### src/rtl/assert_macros.svh
// ----------------------------------------------------------------------------
// Assertion macros
// Shared assertion wrappers, clocked on clk_i; JJC_ASSERT is disabled in the active-low reset rst_ni.
// ----------------------------------------------------------------------------
`ifndef ASSERT_MACROS_SVH
`define ASSERT_MACROS_SVH

// Check while out of reset.
`define JJC_ASSERT(lbl, prop, msg) \
  lbl: assert property (@(posedge clk_i) disable iff (!rst_ni) prop) else $error(msg);

// Check at every edge, reset included.
`define JJC_ASSERT_ALWAYS(lbl, prop, msg) \
  lbl: assert property (@(posedge clk_i) prop) else $error(msg);

`endif

### src/rtl/jjc_pkg.sv
// ----------------------------------------------------------------------------
// Joystick jog controller package
// Shared types and constants of the jog controller.
// ----------------------------------------------------------------------------
package jjc_pkg;

  // Depth of the queue between front and back
  localparam int QueueDepth = 2;
  localparam int QPtrW      = (QueueDepth > 1) ? $clog2(QueueDepth) : 1;
  localparam int QCntW      = $clog2(QueueDepth + 1);

  // Configuration register indexes
  typedef enum logic [1:0] {
    CfgSpeedSpan = 2'd0,
    CfgGripMin   = 2'd1,
    CfgGripMax   = 2'd2,
    CfgGripStart = 2'd3
  } cfg_idx_e;

  localparam logic [6:0]  SpanReset    = 7'd20;
  localparam logic [15:0] GripMinReset = 16'd0;
  localparam logic [15:0] GripMaxReset = 16'hFFFF;

  // Classified request carried from front to back
  typedef struct packed {
    logic [31:0]       time_ms;
    logic signed [7:0] spd_x;   // X speed without dead zone (drives Z)
    logic signed [7:0] spd_xd;  // X speed after dead zone
    logic signed [7:0] spd_yd;  // Y speed, inverted, after dead zone
    logic signed [3:0] spd_g;   // gripper speed after dead zone
    logic              axis_btn;
    logic              mode_btn;
  } item_t;

endpackage

### src/rtl/jjc_if.sv
// ----------------------------------------------------------------------------
// Joystick jog controller channels
// Valid/ready channels for requests, results and register writes.
// ----------------------------------------------------------------------------
interface jjc_req_if;
  logic        valid;
  logic        ready;
  logic [31:0] time_ms;
  logic [9:0]  stick_x;
  logic [9:0]  stick_y;
  logic [9:0]  stick_grip;
  logic        axis_button;
  logic        mode_button;

  modport source (output valid, time_ms, stick_x, stick_y, stick_grip, axis_button,
                  mode_button, input ready);
  modport sink (input valid, time_ms, stick_x, stick_y, stick_grip, axis_button,
                mode_button, output ready);
endinterface

interface jjc_rsp_if;
  logic               valid;
  logic               ready;
  logic               axis_mode;
  logic [1:0]         servo_selected;
  logic               z_selected;
  logic signed [15:0] angle_a;
  logic signed [15:0] angle_b;
  logic signed [15:0] angle_c;
  logic signed [23:0] pos_x;
  logic signed [23:0] pos_y;
  logic signed [23:0] pos_z;
  logic [15:0]        grip_duty;

  modport source (output valid, axis_mode, servo_selected, z_selected, angle_a, angle_b,
                  angle_c, pos_x, pos_y, pos_z, grip_duty, input ready);
  modport sink (input valid, axis_mode, servo_selected, z_selected, angle_a, angle_b,
                angle_c, pos_x, pos_y, pos_z, grip_duty, output ready);
endinterface

interface jjc_cfg_if;
  logic        valid;
  logic        ready;
  logic [1:0]  index;
  logic [15:0] data;

  modport source (output valid, index, data, input ready);
  modport sink (input valid, index, data, output ready);
endinterface

### src/rtl/jjc_fifo.sv
// ----------------------------------------------------------------------------
// Joystick jog controller queue
// Short queue of classified requests between the front and the back.
// ----------------------------------------------------------------------------
`include "assert_macros.svh"

module jjc_fifo (
  input  logic           clk_i,
  input  logic           rst_ni,
  input  logic           push_i,
  input  jjc_pkg::item_t item_i,
  output logic           ready_o,
  input  logic           pop_i,
  output logic           valid_o,
  output jjc_pkg::item_t item_o
);

  localparam logic [jjc_pkg::QPtrW-1:0] LastPtr = jjc_pkg::QPtrW'(jjc_pkg::QueueDepth - 1);

  jjc_pkg::item_t                mem_q [jjc_pkg::QueueDepth];
  logic [jjc_pkg::QPtrW-1:0]     wr_ptr_q, wr_ptr_d;
  logic [jjc_pkg::QPtrW-1:0]     rd_ptr_q, rd_ptr_d;
  logic [jjc_pkg::QCntW-1:0]     cnt_q, cnt_d;

  assign ready_o = (cnt_q != jjc_pkg::QCntW'(jjc_pkg::QueueDepth));
  assign valid_o = (cnt_q != '0);
  assign item_o  = mem_q[rd_ptr_q];

  always_comb begin
    wr_ptr_d = wr_ptr_q;
    rd_ptr_d = rd_ptr_q;
    cnt_d    = cnt_q;
    if (push_i) begin
      wr_ptr_d = (wr_ptr_q == LastPtr) ? '0 : wr_ptr_q + 1'b1;
    end
    if (pop_i) begin
      rd_ptr_d = (rd_ptr_q == LastPtr) ? '0 : rd_ptr_q + 1'b1;
    end
    if (push_i && !pop_i) begin
      cnt_d = cnt_q + 1'b1;
    end else if (pop_i && !push_i) begin
      cnt_d = cnt_q - 1'b1;
    end
  end

  always_ff @(posedge clk_i or negedge rst_ni) begin
    if (!rst_ni) begin
      wr_ptr_q <= '0;
      rd_ptr_q <= '0;
      cnt_q    <= '0;
    end else begin
      wr_ptr_q <= wr_ptr_d;
      rd_ptr_q <= rd_ptr_d;
      cnt_q    <= cnt_d;
    end
  end

  always_ff @(posedge clk_i) begin
    if (push_i) begin
      mem_q[wr_ptr_q] <= item_i;
    end
  end

  `JJC_ASSERT(a_cnt_bound, cnt_q <= jjc_pkg::QCntW'(jjc_pkg::QueueDepth), "queue overfilled")
  `JJC_ASSERT(a_cnt_push, push_i && !pop_i |=> cnt_q == $past(cnt_q) + 1'b1, "push lost")

endmodule

### src/rtl/jjc_front.sv
// ----------------------------------------------------------------------------
// Joystick jog controller front
// Accepts requests, maps stick samples to speeds and applies dead zones.
// ----------------------------------------------------------------------------
module jjc_front (
  input  logic           [6:0] span_i,
  jjc_req_if.sink              req_i,
  input  logic                 q_ready_i,
  output logic                 push_o,
  output jjc_pkg::item_t       item_o
);

  localparam logic [16:0] AdcMax   = 17'd1023;
  localparam logic [5:0]  GripHalf = 6'd7;

  // v * 2half / 1023, truncated, then offset by half
  function automatic logic signed [7:0] map_speed(input logic [9:0] v,
                                                   input logic [5:0] half,
                                                   input logic inv);
    logic [16:0]       prod;
    logic [6:0]        q0;
    logic [16:0]       rem;
    logic [6:0]        q;
    logic signed [7:0] hs;
    logic signed [7:0] qs;
    prod = 17'(v) * 17'({half, 1'b0});
    // p >> 10 is at most one below p / 1023; fix with one compare
    q0   = prod[16:10];
    rem  = prod - {q0, 10'b0} + 17'(q0);
    q    = q0 + 7'(rem >= AdcMax);
    hs   = {2'b00, half};
    qs   = {1'b0, q};
    return inv ? (hs - qs) : (qs - hs);
  endfunction

  function automatic logic signed [7:0] dead_zone(input logic signed [7:0] s);
    return (s >= -8'sd1 && s <= 8'sd1) ? 8'sd0 : s;
  endfunction

  logic [5:0]        half;
  logic signed [7:0] sx;
  logic signed [7:0] sg;

  assign half = span_i[6:1];
  assign sx   = map_speed(req_i.stick_x, half, 1'b0);
  assign sg   = dead_zone(map_speed(req_i.stick_grip, GripHalf, 1'b0));

  assign req_i.ready = q_ready_i;
  assign push_o      = req_i.valid && q_ready_i;

  always_comb begin
    item_o.time_ms  = req_i.time_ms;
    item_o.spd_x    = sx;
    item_o.spd_xd   = dead_zone(sx);
    item_o.spd_yd   = dead_zone(map_speed(req_i.stick_y, half, 1'b1));
    item_o.spd_g    = sg[3:0];
    item_o.axis_btn = req_i.axis_button;
    item_o.mode_btn = req_i.mode_button;
  end

endmodule

### src/rtl/jjc_back.sv
// ----------------------------------------------------------------------------
// Joystick jog controller back
// Runs timers, button latches and jog updates; its state is the result.
// ----------------------------------------------------------------------------
`include "assert_macros.svh"

module jjc_back (
  input  logic                 clk_i,
  input  logic                 rst_ni,
  input  logic                 valid_i,
  input  jjc_pkg::item_t       item_i,
  output logic                 pop_o,
  input  logic          [15:0] grip_min_i,
  input  logic          [15:0] grip_max_i,
  jjc_rsp_if.source            rsp_o
);

  localparam int TAngle = 0;
  localparam int TXy    = 1;
  localparam int TZ     = 2;
  localparam int TGrip  = 3;
  localparam int NumTimers = 4;

  localparam logic [31:0] PeriodAngle = 32'd400;
  localparam logic [31:0] PeriodAxis  = 32'd50;

  function automatic logic signed [23:0] add_sat(input logic signed [23:0] p,
                                                 input logic signed [8:0] d);
    logic signed [24:0] s;
    s = {p[23], p} + {{16{d[8]}}, d};
    if (s[24:23] == 2'b01) begin
      return 24'sh7FFFFF;
    end else if (s[24:23] == 2'b10) begin
      return -24'sh800000;
    end
    return s[23:0];
  endfunction

  logic               out_valid_q;
  logic               mode_q, mode_d;
  logic [1:0]         servo_q, servo_d;
  logic               zsel_q, zsel_d;
  logic               abtn_q, abtn_d;
  logic               xbtn_q, xbtn_d;
  logic               mbtn_q, mbtn_d;
  logic [31:0]        last_q [NumTimers];
  logic [31:0]        last_d [NumTimers];
  logic signed [15:0] angle_q [3];
  logic signed [15:0] angle_d [3];
  logic signed [23:0] pos_q [3];
  logic signed [23:0] pos_d [3];
  logic [15:0]        duty_q, duty_d;

  logic [NumTimers-1:0] fire;
  logic [1:0]           kidx;
  logic signed [7:0]    atmp;
  logic signed [7:0]    ahalf;
  logic signed [7:0]    gx;
  logic signed [7:0]    g15;
  logic signed [17:0]   dsum;
  logic signed [17:0]   gext;
  logic signed [17:0]   mine;
  logic signed [17:0]   maxe;

  // Advance when the result slot is free or being taken
  assign pop_o = valid_i && (!out_valid_q || rsp_o.ready);

  always_comb begin
    for (int k = 0; k < NumTimers; k++) begin
      fire[k] = (item_i.time_ms - last_q[k]) > ((k == TAngle) ? PeriodAngle : PeriodAxis);
    end
  end

  always_comb begin
    mode_d  = mode_q;
    servo_d = servo_q;
    zsel_d  = zsel_q;
    abtn_d  = abtn_q;
    xbtn_d  = xbtn_q;
    mbtn_d  = mbtn_q;
    last_d  = last_q;
    angle_d = angle_q;
    pos_d   = pos_q;
    duty_d  = duty_q;

    kidx  = (servo_q == 2'd3) ? 2'd0 : servo_q;
    // Halve toward zero
    atmp  = item_i.spd_xd + $signed({7'b0, item_i.spd_xd[7]});
    ahalf = atmp >>> 1;

    gx   = {{4{item_i.spd_g[3]}}, item_i.spd_g};
    g15  = (gx <<< 4) - gx;
    gext = {{10{g15[7]}}, g15};
    mine = {2'b00, grip_min_i};
    maxe = {2'b00, grip_max_i};
    dsum = $signed({2'b00, duty_q}) + gext;
    if (dsum > maxe) begin
      dsum = maxe;
    end
    if (dsum < mine) begin
      dsum = mine;
    end

    if (!mode_q) begin
      if (fire[TAngle]) begin
        last_d[TAngle] = item_i.time_ms;
        angle_d[kidx]  = angle_q[kidx] + {{8{ahalf[7]}}, ahalf};
      end
      if (!item_i.axis_btn && !abtn_q) begin
        servo_d = (servo_q == 2'd2) ? 2'd0 : servo_q + 2'd1;
        abtn_d  = 1'b1;
      end else if (item_i.axis_btn) begin
        abtn_d = 1'b0;
      end
    end else begin
      if (!item_i.axis_btn && !xbtn_q) begin
        zsel_d = ~zsel_q;
        xbtn_d = 1'b1;
      end else if (item_i.axis_btn) begin
        xbtn_d = 1'b0;
      end
      // The toggled selection applies in the same pass
      if (!zsel_d) begin
        if (fire[TXy]) begin
          last_d[TXy] = item_i.time_ms;
          pos_d[0]    = add_sat(pos_q[0], {item_i.spd_xd[7], item_i.spd_xd});
          pos_d[1]    = add_sat(pos_q[1], {item_i.spd_yd[7], item_i.spd_yd});
        end
      end else if (fire[TZ]) begin
        last_d[TZ] = item_i.time_ms;
        pos_d[2]   = add_sat(pos_q[2], {item_i.spd_x, 1'b0});
      end
      if (fire[TGrip]) begin
        last_d[TGrip] = item_i.time_ms;
        duty_d        = dsum[15:0];
      end
    end

    if (item_i.mode_btn && !mbtn_q) begin
      mode_d = ~mode_q;
      mbtn_d = 1'b1;
    end else if (!item_i.mode_btn) begin
      mbtn_d = 1'b0;
    end
  end

  always_ff @(posedge clk_i or negedge rst_ni) begin
    if (!rst_ni) begin
      out_valid_q <= 1'b0;
      mode_q      <= 1'b0;
      servo_q     <= 2'd0;
      zsel_q      <= 1'b0;
      abtn_q      <= 1'b0;
      xbtn_q      <= 1'b0;
      mbtn_q      <= 1'b0;
      duty_q      <= 16'd0;
      for (int k = 0; k < NumTimers; k++) begin
        last_q[k] <= '0;
      end
      for (int k = 0; k < 3; k++) begin
        angle_q[k] <= '0;
        pos_q[k]   <= '0;
      end
    end else begin
      out_valid_q <= pop_o || (out_valid_q && !rsp_o.ready);
      if (pop_o) begin
        mode_q  <= mode_d;
        servo_q <= servo_d;
        zsel_q  <= zsel_d;
        abtn_q  <= abtn_d;
        xbtn_q  <= xbtn_d;
        mbtn_q  <= mbtn_d;
        last_q  <= last_d;
        angle_q <= angle_d;
        pos_q   <= pos_d;
        duty_q  <= duty_d;
      end
    end
  end

  assign rsp_o.valid          = out_valid_q;
  assign rsp_o.axis_mode      = mode_q;
  assign rsp_o.servo_selected = servo_q;
  assign rsp_o.z_selected     = zsel_q;
  assign rsp_o.angle_a        = angle_q[0];
  assign rsp_o.angle_b        = angle_q[1];
  assign rsp_o.angle_c        = angle_q[2];
  assign rsp_o.pos_x          = pos_q[0];
  assign rsp_o.pos_y          = pos_q[1];
  assign rsp_o.pos_z          = pos_q[2];
  assign rsp_o.grip_duty      = duty_q;

  `JJC_ASSERT(a_servo_range, servo_q != 2'd3, "servo index out of range")
  `JJC_ASSERT(a_pos_hold_angle, pop_o && !mode_q |=> $stable(pos_q[0]) && $stable(pos_q[1]) && $stable(pos_q[2]) && $stable(duty_q), "axis state moved in angle mode")
  `JJC_ASSERT(a_angle_hold_axis, pop_o && mode_q |=> $stable(angle_q[0]) && $stable(angle_q[1]) && $stable(angle_q[2]), "angle moved in axis mode")

endmodule

### src/rtl/joystick_jog_controller.sv
// ----------------------------------------------------------------------------
// Joystick jog controller
// Maps joystick samples to jog speeds and updates servo angles, axis
// positions and gripper duty once per request.
// ----------------------------------------------------------------------------
// Path: an accepted request is written into the queue, and the back registers its result.
// Throughput: one request per cycle while results are taken; the back stage
// registers all state together, and a two-entry queue decouples it from the front.
// Reset: mode, selections, latches, timers, angles, positions and duty clear
// to zero; span, duty limits return to their reset values.
module joystick_jog_controller (
  input logic       clk_i,
  input logic       rst_ni,
  jjc_req_if.sink   req_i,
  jjc_rsp_if.source rsp_o,
  jjc_cfg_if.sink   cfg_i
);

  logic [6:0]     span_q;
  logic [15:0]    grip_min_q;
  logic [15:0]    grip_max_q;

  logic           q_ready;
  logic           push;
  jjc_pkg::item_t push_item;
  logic           q_valid;
  logic           pop;
  jjc_pkg::item_t pop_item;

  assign cfg_i.ready = 1'b1;

  // The start duty only acts at reset, which also clears it; drop its writes
  always_ff @(posedge clk_i or negedge rst_ni) begin
    if (!rst_ni) begin
      span_q     <= jjc_pkg::SpanReset;
      grip_min_q <= jjc_pkg::GripMinReset;
      grip_max_q <= jjc_pkg::GripMaxReset;
    end else if (cfg_i.valid) begin
      unique case (cfg_i.index)
        jjc_pkg::CfgSpeedSpan: span_q     <= cfg_i.data[6:0];
        jjc_pkg::CfgGripMin:   grip_min_q <= cfg_i.data;
        jjc_pkg::CfgGripMax:   grip_max_q <= cfg_i.data;
        jjc_pkg::CfgGripStart: ;
        default: ;
      endcase
    end
  end

  jjc_front u_front (
    .span_i    (span_q),
    .req_i     (req_i),
    .q_ready_i (q_ready),
    .push_o    (push),
    .item_o    (push_item)
  );

  jjc_fifo u_fifo (
    .clk_i   (clk_i),
    .rst_ni  (rst_ni),
    .push_i  (push),
    .item_i  (push_item),
    .ready_o (q_ready),
    .pop_i   (pop),
    .valid_o (q_valid),
    .item_o  (pop_item)
  );

  jjc_back u_back (
    .clk_i      (clk_i),
    .rst_ni     (rst_ni),
    .valid_i    (q_valid),
    .item_i     (pop_item),
    .pop_o      (pop),
    .grip_min_i (grip_min_q),
    .grip_max_i (grip_max_q),
    .rsp_o      (rsp_o)
  );

endmodule
### src/flat_wrapper.sv
// flat-port wrapper written by rule: the top's interface ports become plain ports
module joystick_jog_controller_flat 
  (clk_i, rst_ni, req_i_valid, req_i_time_ms, req_i_stick_x, req_i_stick_y, req_i_stick_grip, req_i_axis_button, req_i_mode_button, req_i_ready, rsp_o_valid, rsp_o_axis_mode, rsp_o_servo_selected, rsp_o_z_selected, rsp_o_angle_a, rsp_o_angle_b, rsp_o_angle_c, rsp_o_pos_x, rsp_o_pos_y, rsp_o_pos_z, rsp_o_grip_duty, rsp_o_ready, cfg_i_valid, cfg_i_index, cfg_i_data, cfg_i_ready);
  jjc_req_if req_i_i ();
  jjc_rsp_if rsp_o_i ();
  jjc_cfg_if cfg_i_i ();
  input logic clk_i;
  input logic rst_ni;
  input wire logic [$bits(req_i_i.valid)-1:0] req_i_valid;
  input wire logic [$bits(req_i_i.time_ms)-1:0] req_i_time_ms;
  input wire logic [$bits(req_i_i.stick_x)-1:0] req_i_stick_x;
  input wire logic [$bits(req_i_i.stick_y)-1:0] req_i_stick_y;
  input wire logic [$bits(req_i_i.stick_grip)-1:0] req_i_stick_grip;
  input wire logic [$bits(req_i_i.axis_button)-1:0] req_i_axis_button;
  input wire logic [$bits(req_i_i.mode_button)-1:0] req_i_mode_button;
  output wire logic [$bits(req_i_i.ready)-1:0] req_i_ready;
  output wire logic [$bits(rsp_o_i.valid)-1:0] rsp_o_valid;
  output wire logic [$bits(rsp_o_i.axis_mode)-1:0] rsp_o_axis_mode;
  output wire logic [$bits(rsp_o_i.servo_selected)-1:0] rsp_o_servo_selected;
  output wire logic [$bits(rsp_o_i.z_selected)-1:0] rsp_o_z_selected;
  output wire logic [$bits(rsp_o_i.angle_a)-1:0] rsp_o_angle_a;
  output wire logic [$bits(rsp_o_i.angle_b)-1:0] rsp_o_angle_b;
  output wire logic [$bits(rsp_o_i.angle_c)-1:0] rsp_o_angle_c;
  output wire logic [$bits(rsp_o_i.pos_x)-1:0] rsp_o_pos_x;
  output wire logic [$bits(rsp_o_i.pos_y)-1:0] rsp_o_pos_y;
  output wire logic [$bits(rsp_o_i.pos_z)-1:0] rsp_o_pos_z;
  output wire logic [$bits(rsp_o_i.grip_duty)-1:0] rsp_o_grip_duty;
  input wire logic [$bits(rsp_o_i.ready)-1:0] rsp_o_ready;
  input wire logic [$bits(cfg_i_i.valid)-1:0] cfg_i_valid;
  input wire logic [$bits(cfg_i_i.index)-1:0] cfg_i_index;
  input wire logic [$bits(cfg_i_i.data)-1:0] cfg_i_data;
  output wire logic [$bits(cfg_i_i.ready)-1:0] cfg_i_ready;
  assign req_i_i.valid = req_i_valid;
  assign req_i_i.time_ms = req_i_time_ms;
  assign req_i_i.stick_x = req_i_stick_x;
  assign req_i_i.stick_y = req_i_stick_y;
  assign req_i_i.stick_grip = req_i_stick_grip;
  assign req_i_i.axis_button = req_i_axis_button;
  assign req_i_i.mode_button = req_i_mode_button;
  assign req_i_ready = req_i_i.ready;
  assign rsp_o_valid = rsp_o_i.valid;
  assign rsp_o_axis_mode = rsp_o_i.axis_mode;
  assign rsp_o_servo_selected = rsp_o_i.servo_selected;
  assign rsp_o_z_selected = rsp_o_i.z_selected;
  assign rsp_o_angle_a = rsp_o_i.angle_a;
  assign rsp_o_angle_b = rsp_o_i.angle_b;
  assign rsp_o_angle_c = rsp_o_i.angle_c;
  assign rsp_o_pos_x = rsp_o_i.pos_x;
  assign rsp_o_pos_y = rsp_o_i.pos_y;
  assign rsp_o_pos_z = rsp_o_i.pos_z;
  assign rsp_o_grip_duty = rsp_o_i.grip_duty;
  assign rsp_o_i.ready = rsp_o_ready;
  assign cfg_i_i.valid = cfg_i_valid;
  assign cfg_i_i.index = cfg_i_index;
  assign cfg_i_i.data = cfg_i_data;
  assign cfg_i_ready = cfg_i_i.ready;
  joystick_jog_controller u_core (.clk_i(clk_i), .rst_ni(rst_ni), .req_i(req_i_i), .rsp_o(rsp_o_i), .cfg_i(cfg_i_i));
endmodule
### config.mk
export PLATFORM = sky130hd
export DESIGN_NAME = joystick_jog_controller_flat
export DESIGN_NICKNAME = d
export VERILOG_FILES = /design/src/rtl/jjc_pkg.sv /design/src/rtl/jjc_if.sv /design/src/rtl/jjc_fifo.sv /design/src/rtl/jjc_front.sv /design/src/rtl/jjc_back.sv /design/src/rtl/joystick_jog_controller.sv /design/src/flat_wrapper.sv
export VERILOG_INCLUDE_DIRS = /design/src /design/src/rtl
export SDC_FILE = /design/constraint.sdc
export NUM_CORES = 2
export LEC_CHECK = 0
export ABC_AREA = 1
export BUFFER_PORTS_ARGS = -buffer_cell sky130_fd_sc_hd__clkbuf_2
export CORE_MARGIN = 8
export CORE_UTILIZATION = 55
export CTS_BUF_LIST = sky130_fd_sc_hd__clkbuf_2 sky130_fd_sc_hd__clkbuf_4 sky130_fd_sc_hd__clkbuf_8
export DETAILED_ROUTE_END_ITERATION = 6
export PLACE_DENSITY = 0.73
export SYNTH_ARGS = -nofsm -noshare
export SYNTH_HDL_FRONTEND = slang
export SYNTH_HIERARCHICAL = 1
export SYNTH_SLANG_ARGS = --single-unit
### constraint.sdc
create_clock -name clk_i -period 12.02 [get_ports clk_i]
set_clock_uncertainty 0.15 [all_clocks]
set_input_delay 1.202 -clock clk_i [delete_from_list [all_inputs] [get_ports clk_i]]
set_output_delay 1.202 -clock clk_i [all_outputs]
set_load 0.01 [all_outputs]
==> results.md <==
- Worst EP arrival: 9.30 ns
- Antenna violations before repair: 8
- Worst relative slew slack: 28.4%
- DRT antenna net count: 0
- Hold Buf Count CTS: 0
- Syn_area_per_cell: 7.04 um2
- Setup Crit Path Kind: reg -> reg
- Vias in the first global route: 38000
- Fin Setup TNS: 0 ns
- Yosys warns: 6
- Layout area overhead: 7.68%
- Worst-path fanout max: 23
- I/O Buffers: 228
- Post-route cell area: 45300 um2
- DP HPWL: 88000 um
- Placer Congestion: 0.976
- WL/cell: 16.4 um
- Mapped cell area: 42100 um2
- Fmax: 110 MHz
- Final setup viols: 0
- Clk root buf: clkbuf_8
- Worst-Margin Slew: 1.07 ns
- Core ar.: 75800 um2
- Final hold viol count: 0
- DRC: 0
- Setup Fix Bufs, Post-CTS: 0
- Final Max Tran Viols: 0
- Gr ovfl total: 0
- Final min period: 9.06 ns
- Clk_lat worst skew: 0.69 ns
- Final Non-Filler Cells: 7187
- 1st-iter DRT viols: 3043
- Placed insts: 7030
- Initial Utilization: 55.5%
- Final wirelength: 118000 um
- Synth Instances: 5979
- H-tree depth: 3
- Status: finished clean
- Row count: 101
- Largest net degree at the start of global routing: 111
- CTS Buffer Depth: 3
- Die area: 85700 um2
- Fin Hold WS: 0.316 ns
- Share of cells above drive strength 1: 9.16%
- Hold Path Class: in -> async
- Vias: 39000
- Clock-pin slew on the worst setup and hold paths: 0.06 ns
- CP most frequent cell: nand2_1
- Max_cap viols: 0
- Number of fill cells: 7209
- First-pass GRT wire length: 191000 um
- Synthesized net count: 6543
- Commonest non-fill, non-tap cell in the layout: nand2_1
- CTS tree: built
- IO Pins: 230
- Max incr delay on CP: 1.01 ns
- Critical Path RT: 12.26 ns
- Critical path capture point type: register
- Most frequent cells in the layout: 1788 x nand2_1, 1001 x inv_1, 387 x ha_1, 365 x nor2_1, 330 x nand3_1
- CTS buffer count: 80
- Post-CTS resize count: 0
- Final nets: 6698
- Width of the chip: 293 um
- DRT Pass-1 Iters: 6
- Placed instance area: 43600 um2
- Startpoint Class: register
- Vias per cell: 5.43
- GRT Total Usage: 26.9%
- Die Span Y: 293 um
- Final period util: 75.4%
- Slowest-stage cell, CP: dfrtp_1
- Clock net sink count: 438
- RSZ-0062 raised after global routing: no
final cells by class:
class,count,area [um2],share of cell area (%)
clock inverter,36,314,0.693
inverter,1013,3810,8.41
tap,978,1220,2.70
sequential,438,11600,25.6
antenna,8,20.0,0.0441
clock buffer,113,1460,3.22
multi-input combinational,4352,25600,56.5
timing repair buffer,249,1310,2.89
state kept, by name, summed over array words and instances, names as in the netlist:
signal	flops
u_core/u_back/last_q	128
u_core/u_fifo/mem_q	124
u_core/u_back/rsp_o.pos_x	24
u_core/u_back/rsp_o.pos_y	24
u_core/u_back/rsp_o.pos_z	24
u_core/grip_max_q	16
u_core/grip_min_q	16
u_core/u_back/rsp_o.angle_a	16
u_core/u_back/rsp_o.angle_b	16
u_core/u_back/rsp_o.angle_c	16
u_core/u_back/rsp_o.grip_duty	16
u_core/span_q	6
u_core/u_back/rsp_o.servo_selected	2
u_core/u_fifo/cnt_q	2
u_core/u_back/abtn_q	1
u_core/u_back/mbtn_q	1
u_core/u_back/rsp_o.axis_mode	1
u_core/u_back/rsp_o.valid	1
u_core/u_back/rsp_o.z_selected	1
u_core/u_back/xbtn_q	1
u_core/u_fifo/rd_ptr_q	1
u_core/u_fifo/wr_ptr_q	1
path summary, 6_finish.rpt:
check	endpoint	cells after the start	slack, ns	startpoint
min in group clk_i	u_core/grip_max_q[15]	2	0.32	u_core/grip_max_q[15]
max in group asynchronous	u_core/u_back/rsp_o.angle_c[14]	3	9.29	rst_ni
setup reg to reg	u_core/u_fifo/mem_q[1][18]	45	2.96	u_core/span_q[5]
setup / recovery	u_core/u_fifo/mem_q[1][18]	45	2.96	u_core/span_q[5]
hold / removal	u_core/grip_min_q[13]	1	0.32	rst_ni
hold reg to reg	u_core/grip_max_q[15]	2	0.32	u_core/grip_max_q[15]
through the flow:
stage,util [%],setup WS (ns)
2_1_floorplan,-,3.72
3_3_place_gp,57.4,2.96
3_5_place_dp,57.4,2.75
4_1_cts,59.8,3.07
5_1_grt,59.8,2.24
6_report,59.8,2.96
routing by layer:
| layer | vias up | track usage, % | wire (um) |
|---|---|---|---|
| met2 | 1160 | 45.2 | 54000 |
| met1 | 18100 | 35.2 | 52400 |
| met4 | 2 | 9.48 | 3830 |
| li1 | 19600 | - | - |
| met3 | 215 | 3.85 | 7370 |
| met5 | - | 0 | 13 |
worst max-delay path: cells and delay by family, from the launching register on:
kind | cells | cell delay (ns)
compound gates | 8 | 1.40
simple gates | 19 | 1.90
buf+inv | 6 | 0.41
flops | 1 | 1.01
xor+xnor | 3 | 0.47
fa+ha+maj | 9 | 3.42
Power is left out: the tool's default activity adds up to more than one toggle a clock period on the data nets, which glitch-free logic cannot reach.
